$ cat config.mk
export PLATFORM = sky130hd
export DESIGN_NAME = tt_parser
export DESIGN_NICKNAME = d
export VERILOG_FILES = /design/src/hw/rtl/tt_pkg.sv /design/src/hw/rtl/tt_parser.sv
export SDC_FILE = /design/constraint.sdc
export NUM_CORES = 1
export LEC_CHECK = 0
export BUFFER_PORTS_ARGS = -buffer_cell sky130_fd_sc_hd__buf_2
export CORE_ASPECT_RATIO = 0.5
export CORE_MARGIN = 2
export CORE_UTILIZATION = 60
export DETAILED_ROUTE_END_ITERATION = 8
export PLACE_DENSITY = 0.81
export SYNTH_ARGS = -nofsm -noshare
export SYNTH_HDL_FRONTEND = slang
export SYNTH_SLANG_ARGS = --single-unit
$ cat constraint.sdc
create_clock -name clock -period 5 [get_ports clock]
set_input_delay 0.5 -clock clock [delete_from_list [all_inputs] [get_ports clock]]
set_output_delay 0.5 -clock clock [all_outputs]
set_load 0.01 [all_outputs]
$ cat src/hw/rtl/tt_pkg.sv
// ----------------------------------------------------------------------------
// Text terminal package
// Shared types, character codes and helpers for the text terminal cell engine.
// ----------------------------------------------------------------------------
package tt_pkg;

   typedef enum logic [1:0] {
      PH_NORMAL = 2'd0,
      PH_ESC    = 2'd1,
      PH_CSI    = 2'd2
   } tt_phase_type;

   typedef struct packed {
      logic write_cell;
      logic blank;
      logic clear_all;
      logic scroll_up;
   } tt_act_type;

   localparam logic [7:0] CH_BS       = 8'h08;
   localparam logic [7:0] CH_LF       = 8'h0A;
   localparam logic [7:0] CH_ESC      = 8'd27;
   localparam logic [7:0] CH_SPACE    = 8'h20;
   localparam logic [7:0] CH_ZERO     = 8'h30;
   localparam logic [7:0] CH_TWO      = 8'h32;
   localparam logic [7:0] CH_NINE     = 8'h39;
   localparam logic [7:0] CH_SEMI     = 8'h3B;
   localparam logic [7:0] CH_LBRACKET = 8'h5B;
   localparam logic [7:0] CH_H        = 8'h48;
   localparam logic [7:0] CH_J        = 8'h4A;
   localparam logic [7:0] CH_DEL      = 8'h7F;
   localparam logic [7:0] FINAL_LO    = 8'h40;
   localparam logic [7:0] FINAL_HI    = 8'h7E;
   localparam logic [7:0] NUM_SAT     = 8'hFF;

   function automatic logic [7:0] tt_accumulate(input logic [7:0] num, input logic [3:0] d);
      logic [11:0] v;
      v = {1'b0, num, 3'b000} + {3'b000, num, 1'b0} + {8'h00, d};
      return (v > {4'h0, NUM_SAT}) ? NUM_SAT : v[7:0];
   endfunction

endpackage

$ cat src/hw/rtl/tt_parser.sv
// ----------------------------------------------------------------------------
// Text terminal parser
// Escape sequence parser and cursor tracker; emits the cell actions of a byte.
// ----------------------------------------------------------------------------
module tt_parser
   import tt_pkg::*;
#(
   parameter int ROW_COUNT = 20,
   parameter int COL_COUNT = 60,
   parameter int PARAM_MAX = 15
) (
   input  logic                         clock,
   input  logic                         reset,
   input  logic                         step,
   input  logic [7:0]                   char_in,
   output logic [$clog2(ROW_COUNT)-1:0] cur_row,
   output logic [$clog2(COL_COUNT)-1:0] cur_col,
   output tt_phase_type                 phase,
   output tt_act_type                   act,
   output logic [$clog2(ROW_COUNT)-1:0] wr_row,
   output logic [$clog2(COL_COUNT)-1:0] wr_col
);

   localparam int RW = $clog2(ROW_COUNT);
   localparam int CW = $clog2(COL_COUNT);
   localparam logic [RW:0]   ROW_END  = (RW+1)'(ROW_COUNT);
   localparam logic [RW-1:0] ROW_LAST = RW'(ROW_COUNT - 1);
   localparam logic [CW-1:0] COL_LAST = CW'(COL_COUNT - 1);

   tt_phase_type  phase_ff, phase_in;
   logic [RW-1:0] row_ff, row_in;
   logic [CW-1:0] col_ff, col_in;
   logic [3:0]    len_ff, len_in;
   logic [7:0]    first_ff, first_in;
   logic [7:0]    rnum_ff, rnum_in;
   logic [7:0]    cnum_ff, cnum_in;
   logic          semi_ff, semi_in;

   logic          plain;
   logic [RW:0]   row_next;
   logic [7:0]    home_row;
   logic [7:0]    home_col;
   logic [3:0]    digit_val;

   always_comb begin
      phase_in  = phase_ff;
      row_in    = row_ff;
      col_in    = col_ff;
      len_in    = len_ff;
      first_in  = first_ff;
      rnum_in   = rnum_ff;
      cnum_in   = cnum_ff;
      semi_in   = semi_ff;
      act       = '0;
      wr_row    = row_ff;
      wr_col    = col_ff;
      plain     = 1'b0;
      row_next  = {1'b0, row_ff};
      home_row  = (rnum_ff != 8'd0) ? rnum_ff - 8'd1 : 8'd0;
      home_col  = (cnum_ff != 8'd0) ? cnum_ff - 8'd1 : 8'd0;
      digit_val = 4'(char_in - CH_ZERO);

      unique case (phase_ff)
         PH_ESC: begin
            if (char_in == CH_LBRACKET) begin
               phase_in = PH_CSI;
               len_in   = '0;
               first_in = '0;
               rnum_in  = '0;
               cnum_in  = '0;
               semi_in  = 1'b0;
            end else begin
               phase_in = PH_NORMAL;
               plain    = 1'b1;
            end
         end
         PH_CSI: begin
            if ((char_in >= CH_ZERO && char_in <= CH_NINE) || char_in == CH_SEMI) begin
               if (len_ff < 4'(PARAM_MAX)) begin
                  if (len_ff == 4'd0) begin
                     first_in = char_in;
                  end
                  len_in = len_ff + 4'd1;
                  if (semi_ff) begin
                     cnum_in = tt_accumulate(cnum_ff, digit_val);
                  end else if (char_in == CH_SEMI) begin
                     semi_in = 1'b1;
                  end else begin
                     rnum_in = tt_accumulate(rnum_ff, digit_val);
                  end
               end
            end else if (char_in >= FINAL_LO && char_in <= FINAL_HI) begin
               if (char_in == CH_J && (first_ff == CH_TWO || len_ff == 4'd0)) begin
                  act.clear_all = 1'b1;
               end
               if (char_in == CH_H) begin
                  if (home_row < 8'(ROW_COUNT)) begin
                     row_in = RW'(home_row);
                  end
                  if (home_col < 8'(COL_COUNT)) begin
                     col_in = CW'(home_col);
                  end
               end
               phase_in = PH_NORMAL;
            end
         end
         default: begin
            if (char_in == CH_ESC) begin
               phase_in = PH_ESC;
            end else begin
               plain = 1'b1;
            end
         end
      endcase

      if (plain) begin
         if (char_in == CH_LF) begin
            col_in   = '0;
            row_next = {1'b0, row_ff} + (RW+1)'(1);
         end else if (char_in == CH_BS || char_in == CH_DEL) begin
            if (col_ff != '0) begin
               col_in         = col_ff - CW'(1);
               wr_col         = col_ff - CW'(1);
               act.write_cell = 1'b1;
               act.blank      = 1'b1;
            end else if (row_ff != '0) begin
               row_next       = {1'b0, row_ff} - (RW+1)'(1);
               col_in         = COL_LAST;
               wr_row         = row_ff - RW'(1);
               wr_col         = COL_LAST;
               act.write_cell = 1'b1;
               act.blank      = 1'b1;
            end
         end else begin
            act.write_cell = 1'b1;
            if (col_ff == COL_LAST) begin
               col_in   = '0;
               row_next = {1'b0, row_ff} + (RW+1)'(1);
            end else begin
               col_in = col_ff + CW'(1);
            end
         end
         if (row_next == ROW_END) begin
            act.scroll_up = 1'b1;
            row_in        = ROW_LAST;
         end else begin
            row_in = row_next[RW-1:0];
         end
      end
   end

   always_ff @(posedge clock) begin
      if (reset) begin
         phase_ff <= PH_NORMAL;
         row_ff   <= '0;
         col_ff   <= '0;
         len_ff   <= '0;
         first_ff <= '0;
         rnum_ff  <= '0;
         cnum_ff  <= '0;
         semi_ff  <= 1'b0;
      end else if (step) begin
         phase_ff <= phase_in;
         row_ff   <= row_in;
         col_ff   <= col_in;
         len_ff   <= len_in;
         first_ff <= first_in;
         rnum_ff  <= rnum_in;
         cnum_ff  <= cnum_in;
         semi_ff  <= semi_in;
      end
   end

   assign cur_row = row_ff;
   assign cur_col = col_ff;
   assign phase   = phase_ff;

endmodule

==> results.md, run 1 <==
* Post-Syn Area at 4030 µm²
* Detail Route Antenna Nets at 0
* Power Dens Cells at 189 nW/µm²
* CTS tree: yes
* EDFF count, synth at 0
* Global placer's final weighted congestion at 0.934
* Cells after synthesis at 512
* CTS Buf Count at 5
* Setup TNS Final at 0 ns
* Post-CTS Hold Buffers at 0
* Leak at 1.93 nW
* Fmax at 273 MHz
* HPWL after DPL at 7150 µm
* Cell Chain, Critical Path: inv_1 -> ha_1 -> nor3b_2 -> nand2_1 -> nor3_1 -> a21oi_1 -> and2_1 -> buf_2
* Buf/Inv on CP at 2
* Die X at 120 µm
* Reg2Reg Capture Point: cur_col[4]$_SDFFE_PP0P_
* CTS H-Tree Depth at 2
* Hold Crit Class: flop to flop
* Worst reg2reg path depth at 8
* Synth async-reset ratio at 0%
* Yosys warnings at 0
* Core footprint at 6600 µm²
* Worst Min Path Start: first_ff[5]$_SDFFE_PP0P_
* Clock latency on the worst-skew pair at 0.29 ns
* Sink Count at 42
* Die area at 7420 µm²
* Max_slew headroom at 25.8%
* Seq/Total Area, Yosys at 20.9%
* Synth cell types at 74
* Overflow left after global routing at 0
* Hold Path Sink: first_ff[5]$_SDFFE_PP0P_
* Final #Nets at 592
* Fin cells at 630
* WHS Path Cells at 2
* Synth area leader: dfxtp_1
* CP Max Fanout at 13
* Outcome: finished, final reports clean
* Fin crit period at 3.67 ns
* Synth Area per Inst at 7.87 µm²
* Root buf cell: clkbuf_16
* Initial antenna violation count at 0
* Top-count cell post-synth: nor2_1
* Routed via count at 3834
* Drt wl/cell at 15.2 µm
* Setup Crit Path Kind: flop to primary output
* Critical path launch point type: flop
* Yosys top cell area share at 20.9%
* Reg2reg setup slack at 1.69 ns
* Initial DRC Count at 368
* Hold Vio Cnt, Final at 0
* Reg2Reg Launch Point: cur_col[0]$_SDFFE_PP0P_
* Worst-Margin Slew at 1.11 ns
* Synth Flop Type: dfxtp_1
* RSZ-0062 raised after global routing: no
* GRT Total Usage at 26.9%
* Vias in the first global route at 3348
* Clock transition at path regs at 0.06 ns
* Top cells by count, synth: nor2_1, dfxtp_1, ha_1, a21oi_1, nand2_1
* CP endpoint kind: primary output
* Residual DRC count at 0
* Max incr delay on CP at 0.64 ns
* Critical path data arrival time at 3.17 ns
* Deepest clock path buffer count at 2
* Pin count of the biggest net entering global routing at 25
* Row count at 21
* Post-CTS Resized at 0
* Top delay family on crit path: simple AND/OR/NAND/NOR gates
* IO buf count at 38
* Drt pass-1 iters at 5
* Starting Density at 61.1%
* Dpl cells at 622
* Proportion of layout cells with a drive suffix above 1 at 15.2%
* Syn nets at 567
* CP required at 4.50 ns
* CP max-delay cell: nor3_1
* Pins over their slew limit at 0
* Post-CTS setup repair buffer count at 0
* Final setup viols at 0
* Max Cap Viol at 0
* Global-route wire length before repair at 15900 µm
* VDD IR-drop max at 0.110 mV
* Largest cells by area after synthesis: dfxtp_1, ha_1, nor2_1, a21oi_1, nand2_1
* Layout Area Growth over Synthesis at 8.98%
* # IOs at 39
* Die height at 61.9 µm
* Final period util at 73.3%
* Max Clock Skew at 0.0101 ns
* Hold Slack at 0.464 ns
* Seq cells post-synth at 42
* Via/cell ratio at 6.09
* Diodes inserted at 0
* Routed WL at 9550 µm
-- cells in the final DEF (no fill, tap or decap), types with 10 or more instances in the layout --
cell and n:
dfxtp_1 42, nand2b_1 12, ha_1 40, a21oi_1 36
nor3_1 13, buf_2 38, nand2_1 34, a31oi_1 12
a21o_1 11, inv_1 29, nand3_1 12, o21a_1 10
nor2_1 60, xnor2_1 10, o21ai_0 22
-- cells by family after synthesis --
group | after synthesis | synth area share [%]
fa+ha+maj | 44 | 14.4
buf+inv | 50 | 5.16
flops | 42 | 20.9
simple gates | 191 | 25.1
mux | 12 | 3.29
xor+xnor | 18 | 3.91
compound gates | 155 | 27.2
-- worst max-delay path by stage --
stage / from / end / depth (start not counted)
detailed placement: char_in[2] / wr_col[2] / 8
global route: cur_col[0]$_SDFFE_PP0P_ / act[3] / 8
finish: cur_col[0]$_SDFFE_PP0P_ / act[3] / 8
CTS: cur_col[0]$_SDFFE_PP0P_ / act[3] / 8
floorplan: char_in[3] / cnum_ff[6]$_SDFFE_PP0P_ / 10
global placement: char_in[2] / wr_col[2] / 8
-- tightest hold or removal path, stage by stage, from the launching register on --
cell and delay (ns):
dfxtp_1 0.32, nor2_1 0.04, nor2_1 0.07
-- state kept, by name, indices dropped and copies added (netlist names) --
register,flops
len_ff,4
cur_row,5
phase,2
cnum_ff,8
semi_ff,1
first_ff,8
cur_col,6
rnum_ff,8
-- per-layer routing --
metal | routed length, µm | global-route usage (%) | vias to the layer above
li1 | - | - | 1945
met1 | 4780 | 37.3 | 1775
met2 | 4170 | 43.8 | 103
met3 | 501 | 4.74 | 11
met4 | 93 | 8.24 | 0
met5 | 0 | 0 | -
-- final cells by class --
cell class	count	area [µm²]
timing repair buffer	38	190
inverter	30	113
sequential	42	841
tap	92	115
multi-input combinational	420	2980
clock buffer	7	143
clock inverter	1	8.76
fill	576	2210
-- power by group --
part	internal (mW)	switching, mW
Sequential	0.340	0.0151
Combinational	0.0501	0.0805
Clock	0.201	0.141
-- per-stage QoR --
step           total power, mW  setup slack (ns)  instance area, µm²  utilization (%)
2_1_floorplan            0.450              2.20                4030                -
3_3_place_gp             0.489              1.69                4240             64.3
3_5_place_dp             0.489              1.61                4240             64.3
4_1_cts                  0.827              1.42                4390             66.6
5_1_grt                  0.857              1.07                4390             66.6
6_report                 0.827              1.33                4390             66.6
(Power assumes the default switching activity.)
==> inputs of run 2 (changes only) <==
ABC_AREA = 1   (was unset)
CORE_UTILIZATION = 55   (was 60)
PLACE_DENSITY = 0.78   (was 0.81)
clock period = 3.2 ns   (was 5 ns; I/O delays follow)
==> results.md, run 2 <==
* Root buf cell: clkbuf_16
* Final Power at 1.30 mW
* Seq/Total Area, Yosys at 20.2%
* Fmax at 341 MHz
* Final period util at 91.7%
* Dpl cell area at 4440 µm²
* Post-CTS Resized at 0
* Synth async-reset ratio at 0%
* Initial antenna violation count at 0
* Row count at 22
* Global placer's final weighted congestion at 0.936
* Synth Area in Adders at 13.9%
* Diodes inserted at 0
* Fin cells at 807
* CP endpoint kind: primary output
* Die X at 127 µm
* Dpl cells at 799
* Max Cap Viol at 0
* Via/cell ratio at 5.45
* Cell area after layout at 4590 µm²
* Worst-Margin Slew at 0.580 ns
* Vias in the first global route at 3882
* Die area at 8330 µm²
* Top cells by count, synth: nand2_1, inv_1, nand3_1, a21oi_1, nor2_1
* Post-CTS setup repair buffer count at 0
* Worst reg2reg path depth at 11
* Final #Nets at 765
* GRT Total Usage at 26.2%
* Detail Route Antenna Nets at 0
* Drt pass-1 iters at 6
* Overflow left after global routing at 0
* Initial DRC Count at 359
* Synth area leader: dfxtp_1
* Outcome: finished, final reports clean
* Global-route wire length before repair at 17900 µm
* Seq cells post-synth at 42
* Synth cell types at 40
* Synth Flop Type: dfxtp_1
* Fin crit period at 2.94 ns
* Syn nets at 727
* EDFF count, synth at 0
* Yosys top cell area share at 20.2%
* CP Max Fanout at 8
* Routed via count at 4399
* Hold Crit Class: primary input to flop
* Layout Area Growth over Synthesis at 10.1%
* Clock latency on the worst-skew pair at 0.29 ns
* Setup TNS Final at 0 ns
* FILL cells at 715
* Pin count of the biggest net entering global routing at 28
* Main combinational cell family by area after synthesis: simple AND/OR/NAND/NOR gates
* IO buf count at 38
* CP required at 2.88 ns
* Most frequent cells in the layout: nand2_1, inv_1, nand3_1
* Biggest regs: cnum_ff x8, first_ff x8, rnum_ff x8
* RSZ-0062 raised after global routing: no
* Leak at 2.32 nW
* Sink Count at 42
* Proportion of layout cells with a drive suffix above 1 at 11.0%
* Critical path data arrival time at 2.62 ns
* Yosys warnings at 0
* Commonest non-fill, non-tap cell in the layout: nand2_1
* Top-count cell post-synth: nand2_1
* Residual DRC count at 0
* Max_slew headroom at 61.3%
* Routed WL at 10400 µm
* Post-synthesis mux area share at 0%
* Largest cells by area after synthesis: dfxtp_1, nand2_1, ha_1, inv_1, nand3_1
* Drt wl/cell at 12.9 µm
* Reg2Reg Launch Point: rnum_ff[0]$_SDFFE_PP0P_
* Final setup viols at 0
* Hold Vio Cnt, Final at 0
* Synth Area in XOR/XNOR at 3.57%
* Post-Syn Area at 4170 µm²
* Pins over their slew limit at 0
* VDD IR-drop max at 0.207 mV
* Core footprint at 7350 µm²
* Deepest clock path buffer count at 2
* Synth Area in Compound Gates at 13.7%
* Max Clock Skew at 0.00722 ns
* Die height at 65.6 µm
* Power Dens Cells at 282 nW/µm²
* Reg2reg setup slack at 0.41 ns
* Simple-Gate Fraction of Synth Area at 38.3%
* Clock transition at path regs at 0.07 ns
* Synth Area per Inst at 6.20 µm²
* HPWL after DPL at 7970 µm
* Setup Crit Path Kind: flop to primary output
* Post-CTS Hold Buffers at 0
* Worst Setup SP: cur_col[0]$_SDFFE_PP0P_
* CTS tree: yes
* Cells after synthesis at 672
* Reg2Reg Capture Point: rnum_ff[0]$_SDFFE_PP0P_
* # IOs at 39
* Starting Density at 56.7%
* CTS Buf Count at 5
* CTS H-Tree Depth at 2
* Worst Setup EP: act[0]
* Critical path launch point type: flop
[run 2: cell count changes after synthesis, sizes merged, moves of 7 or more]
cell and change:
nand2 +164, inv +66, nand3 +54, a21oi +16, a31oi -12, nand2b -12, a21o -11, and2 -10
a22o -8, nor4 -8, mux2 -7, o21a -7, xnor2 -7
[run 2: worst min-delay path by stage]
| stage | end | startpoint | cells after the start | slack [ns] |
|---|---|---|---|---|
| 2_1_floorplan | first_ff[6]$_SDFFE_PP0P_ | first_ff[6]$_SDFFE_PP0P_ | 2 | 0.42 |
| 5_1_grt | first_ff[0]$_SDFFE_PP0P_ | char_in[0] | 3 | 0.39 |
| 3_3_place_gp | first_ff[7]$_SDFFE_PP0P_ | first_ff[7]$_SDFFE_PP0P_ | 2 | 0.43 |
| 6_report | first_ff[0]$_SDFFE_PP0P_ | char_in[0] | 3 | 0.37 |
| 3_5_place_dp | first_ff[7]$_SDFFE_PP0P_ | first_ff[7]$_SDFFE_PP0P_ | 2 | 0.43 |
| 4_1_cts | first_ff[0]$_SDFFE_PP0P_ | char_in[0] | 3 | 0.37 |
[run 2: logic make-up (layout without fill, tap and decap cells)]
logic type / count (synthesis) / in the layout
XOR/XNOR: 17 / 17
flip-flops: 42 / 42
AND/OR/NAND/NOR: 358 / 358
AO/OA/AOI/OAI: 103 / 103
adder cells (fa/ha/maj): 44 / 44
buffers and inverters: 108 / 147
[run 2: power breakdown]
part           total (mW)  internal (mW)  leakage, nW  switching, mW
Combinational       0.235         0.0810         1.91          0.154
Clock               0.513          0.292       0.0664          0.221
Sequential          0.549          0.532        0.340         0.0172
Total                1.30          0.904         2.32          0.392
[run 2: critical path: stages, from the launching register on]
cell and delay [ns]:
dfxtp_1 0.51, ha_1 0.27, nand3_1 0.10, nor2_2 0.32
nand3_1 0.18, nand2_1 0.16, inv_2 0.10, o21ai_1 0.13
nand2_1 0.09, nor2_2 0.13, nand3_1 0.14, inv_1 0.07
buf_2 0.12
[run 2: per-stage QoR]
| stage | util, % | setup slack, ns | hold slack (ns) |
|---|---|---|---|
| final | 62.5 | 0.264 | 0.368 |
| after global routing | 62.5 | 0.0592 | 0.388 |
| after CTS | 62.5 | 0.309 | 0.366 |
| after detailed placement | 60.5 | 0.293 | 0.431 |
| after global placement | 60.5 | 0.346 | 0.432 |
| after floorplan | - | 0.591 | 0.419 |
[run 2: cell type report]
cell class                 instances  area [µm²]  share of cell area (%)
clock buffer                       5         125                    2.72
clock inverter                     3        23.8                   0.518
inverter                          97         364                    7.93
multi-input combinational        522        2900                    63.1
sequential                        42         841                    18.3
tap                               96         120                    2.62
timing repair buffer              42         220                    4.80
[run 2: per-layer routing]
metal  wire length, µm  track usage, %  up-vias
li1                  -               -     2283
met1              5250            37.3     1972
met2              4420            42.1      138
met3               656            4.23        6
met4                61            5.36        0
met5                 0               0        -
==> inputs of run 3 (changes only) <==
ABC_AREA = unset   (was 1)
==> results.md, run 3 (same netlist as run 1, synthesis figures left out) <==
* Global placer's final weighted congestion at 0.911
* GRT Total Usage at 25.9%
* Die area at 8070 µm²
* Row count at 21
* Deepest clock path buffer count at 2
* Routed WL at 10200 µm
* Reg2reg setup slack at 0.30 ns
* Die X at 125 µm
* CP Max Fanout at 8
* Fmax at 337 MHz
* Starting Density at 58.5%
* Critical path launch point type: flop
* Hold Vio Cnt, Final at 0
* Setup Crit Path Kind: flop to primary output
* Via/cell ratio at 6.16
* Max Clock Skew at 0.00583 ns
* Clock latency on the worst-skew pair at 0.30 ns
* Residual DRC count at 0
* Vias in the first global route at 3729
* Biggest regs: cnum_ff x8, first_ff x8, rnum_ff x8
* CTS H-Tree Depth at 2
* Pin count of the biggest net entering global routing at 25
* Die height at 64.5 µm
* Overflow left after global routing at 0
* Cell area after layout at 4510 µm²
* Final setup viols at 0
* Pins over their slew limit at 0
* Root buf cell: clkbuf_16
* CP required at 2.88 ns
* Reg2Reg Capture Point: rnum_ff[3]$_SDFFE_PP0P_
* VDD IR-drop max at 0.175 mV
* CTS Buf Count at 5
* Layout Area Growth over Synthesis at 12.1%
* Worst-Margin Slew at 0.668 ns
* # IOs at 39
* Global-route wire length before repair at 17400 µm
* Initial DRC Count at 269
* RSZ-0062 raised after global routing: no
* Power Dens Cells at 289 nW/µm²
* Initial antenna violation count at 0
* Setup TNS Final at 0 ns
* Post-CTS setup repair buffer count at 0
* Hold Slack at 0.370 ns
* Buf/Inv on CP at 3
* Fin crit period at 2.96 ns
* Leak at 2.01 nW
* Hold Crit Class: primary input to flop
* Max Cap Viol at 0
* Max incr delay on CP at 0.37 ns
* Routed via count at 3973
* Detail Route Antenna Nets at 0
* Worst Setup SP: cur_col[0]$_SDFFE_PP0P_
* Commonest non-fill, non-tap cell in the layout: nor2_1
* Dpl cell area at 4350 µm²
* Critical path data arrival time at 2.64 ns
* Core footprint at 6880 µm²
* Drt pass-1 iters at 5
* Most frequent cells in the layout: nor2_1, ha_1, dfxtp_1
* Proportion of layout cells with a drive suffix above 1 at 18.3%
* WHS Path Cells at 2
* HPWL after DPL at 7770 µm
* Top delay family on crit path: simple AND/OR/NAND/NOR gates
* Cell repeated most along the worst path: inv_1
* Outcome: finished, final reports clean
* Diodes inserted at 0
* CTS tree: yes
* Worst Setup EP: act[0]
* IO buf count at 38
* CP max-delay cell: dfxtp_2
* CP endpoint kind: primary output
* Drt wl/cell at 15.8 µm
* Worst path depth at 10
* Max_slew headroom at 55.5%
* Final period util at 92.6%
* Reg2Reg Launch Point: rnum_ff[0]$_SDFFE_PP0P_
* Cell Chain, Critical Path: inv_1 -> ha_1 -> nor3b_4 -> nand2_1 -> nor2_1 -> a221oi_1 -> a211o_1 -> nand4b_2 -> inv_1 -> buf_2
* Worst reg2reg path depth at 10
* Sink Count at 42
* Clock transition at path regs at 0.06 ns
* Final #Nets at 607
## run 3: routing by layer
metal / track usage, % / wire [µm]
met5: 0 / 0
met4: 6.25 / 75
met3: 4.21 / 524
met2: 43.5 / 4710
met1: 35.3 / 4860
## run 3: worst min-delay path by stage
stage                             startpoint                        to  slack (ns)
floorplan           first_ff[6]$_SDFFE_PP0P_  first_ff[6]$_SDFFE_PP0P_        0.43
CTS                                     step   cur_col[5]$_SDFFE_PP0P_        0.36
global route                            step   cur_col[5]$_SDFFE_PP0P_        0.38
global placement    first_ff[5]$_SDFFE_PP0P_  first_ff[5]$_SDFFE_PP0P_        0.45
detailed placement  first_ff[6]$_SDFFE_PP0P_  first_ff[6]$_SDFFE_PP0P_        0.46
finish                                  step   cur_col[5]$_SDFFE_PP0P_        0.37
## run 3: worst register-to-register path, cell delays in order, from the launching register on
cell       delay [ns]
dfxtp_1          0.39
fa_1             0.56
inv_1            0.07
fa_1             0.46
nor2b_1          0.13
o21a_1           0.15
o21ai_0          0.08
a2111oi_0        0.39
mux2_2           0.32
a31oi_1          0.10
a21o_1           0.16
## run 3: where the power goes
| group | internal [mW] | total, mW | switching, mW |
|---|---|---|---|
| logic | 0.0896 | 0.225 | 0.135 |
| registers | 0.531 | 0.546 | 0.0153 |
| clock network | 0.294 | 0.532 | 0.238 |
| total | 0.914 | 1.30 | 0.389 |
## run 3: through the flow
stage                     util [%]  setup slack [ns]  cells  total power, mW
after floorplan                  -             0.514    512            0.704
after global placement        63.2             0.252    637            0.773
after detailed placement      63.2             0.166    637            0.776
after CTS                     65.4             0.116    645             1.30
after global routing          65.6            0.0344    645             1.36
final                         65.6             0.236    645             1.30
## run 3: layout make-up
type                            instances  area (µm²)
Clock inverter                          3        25.0
Tap cell                               92         115
Timing Repair Buffer                   53         303
Inverter                               30         113
Multi-Input combinational cell        420        2990
Clock buffer                            5         125
Sequential cell                        42         843
Fill cell                             629        2370
## run 3: timing repair
| item | CTS | global route |
|---|---|---|
| hold endpoints to repair | 0 | 0 |
| setup endpoints to repair | 0 | 1 |
| gates resized for setup | 0 | 5 |
| hold buffers | 0 | 0 |
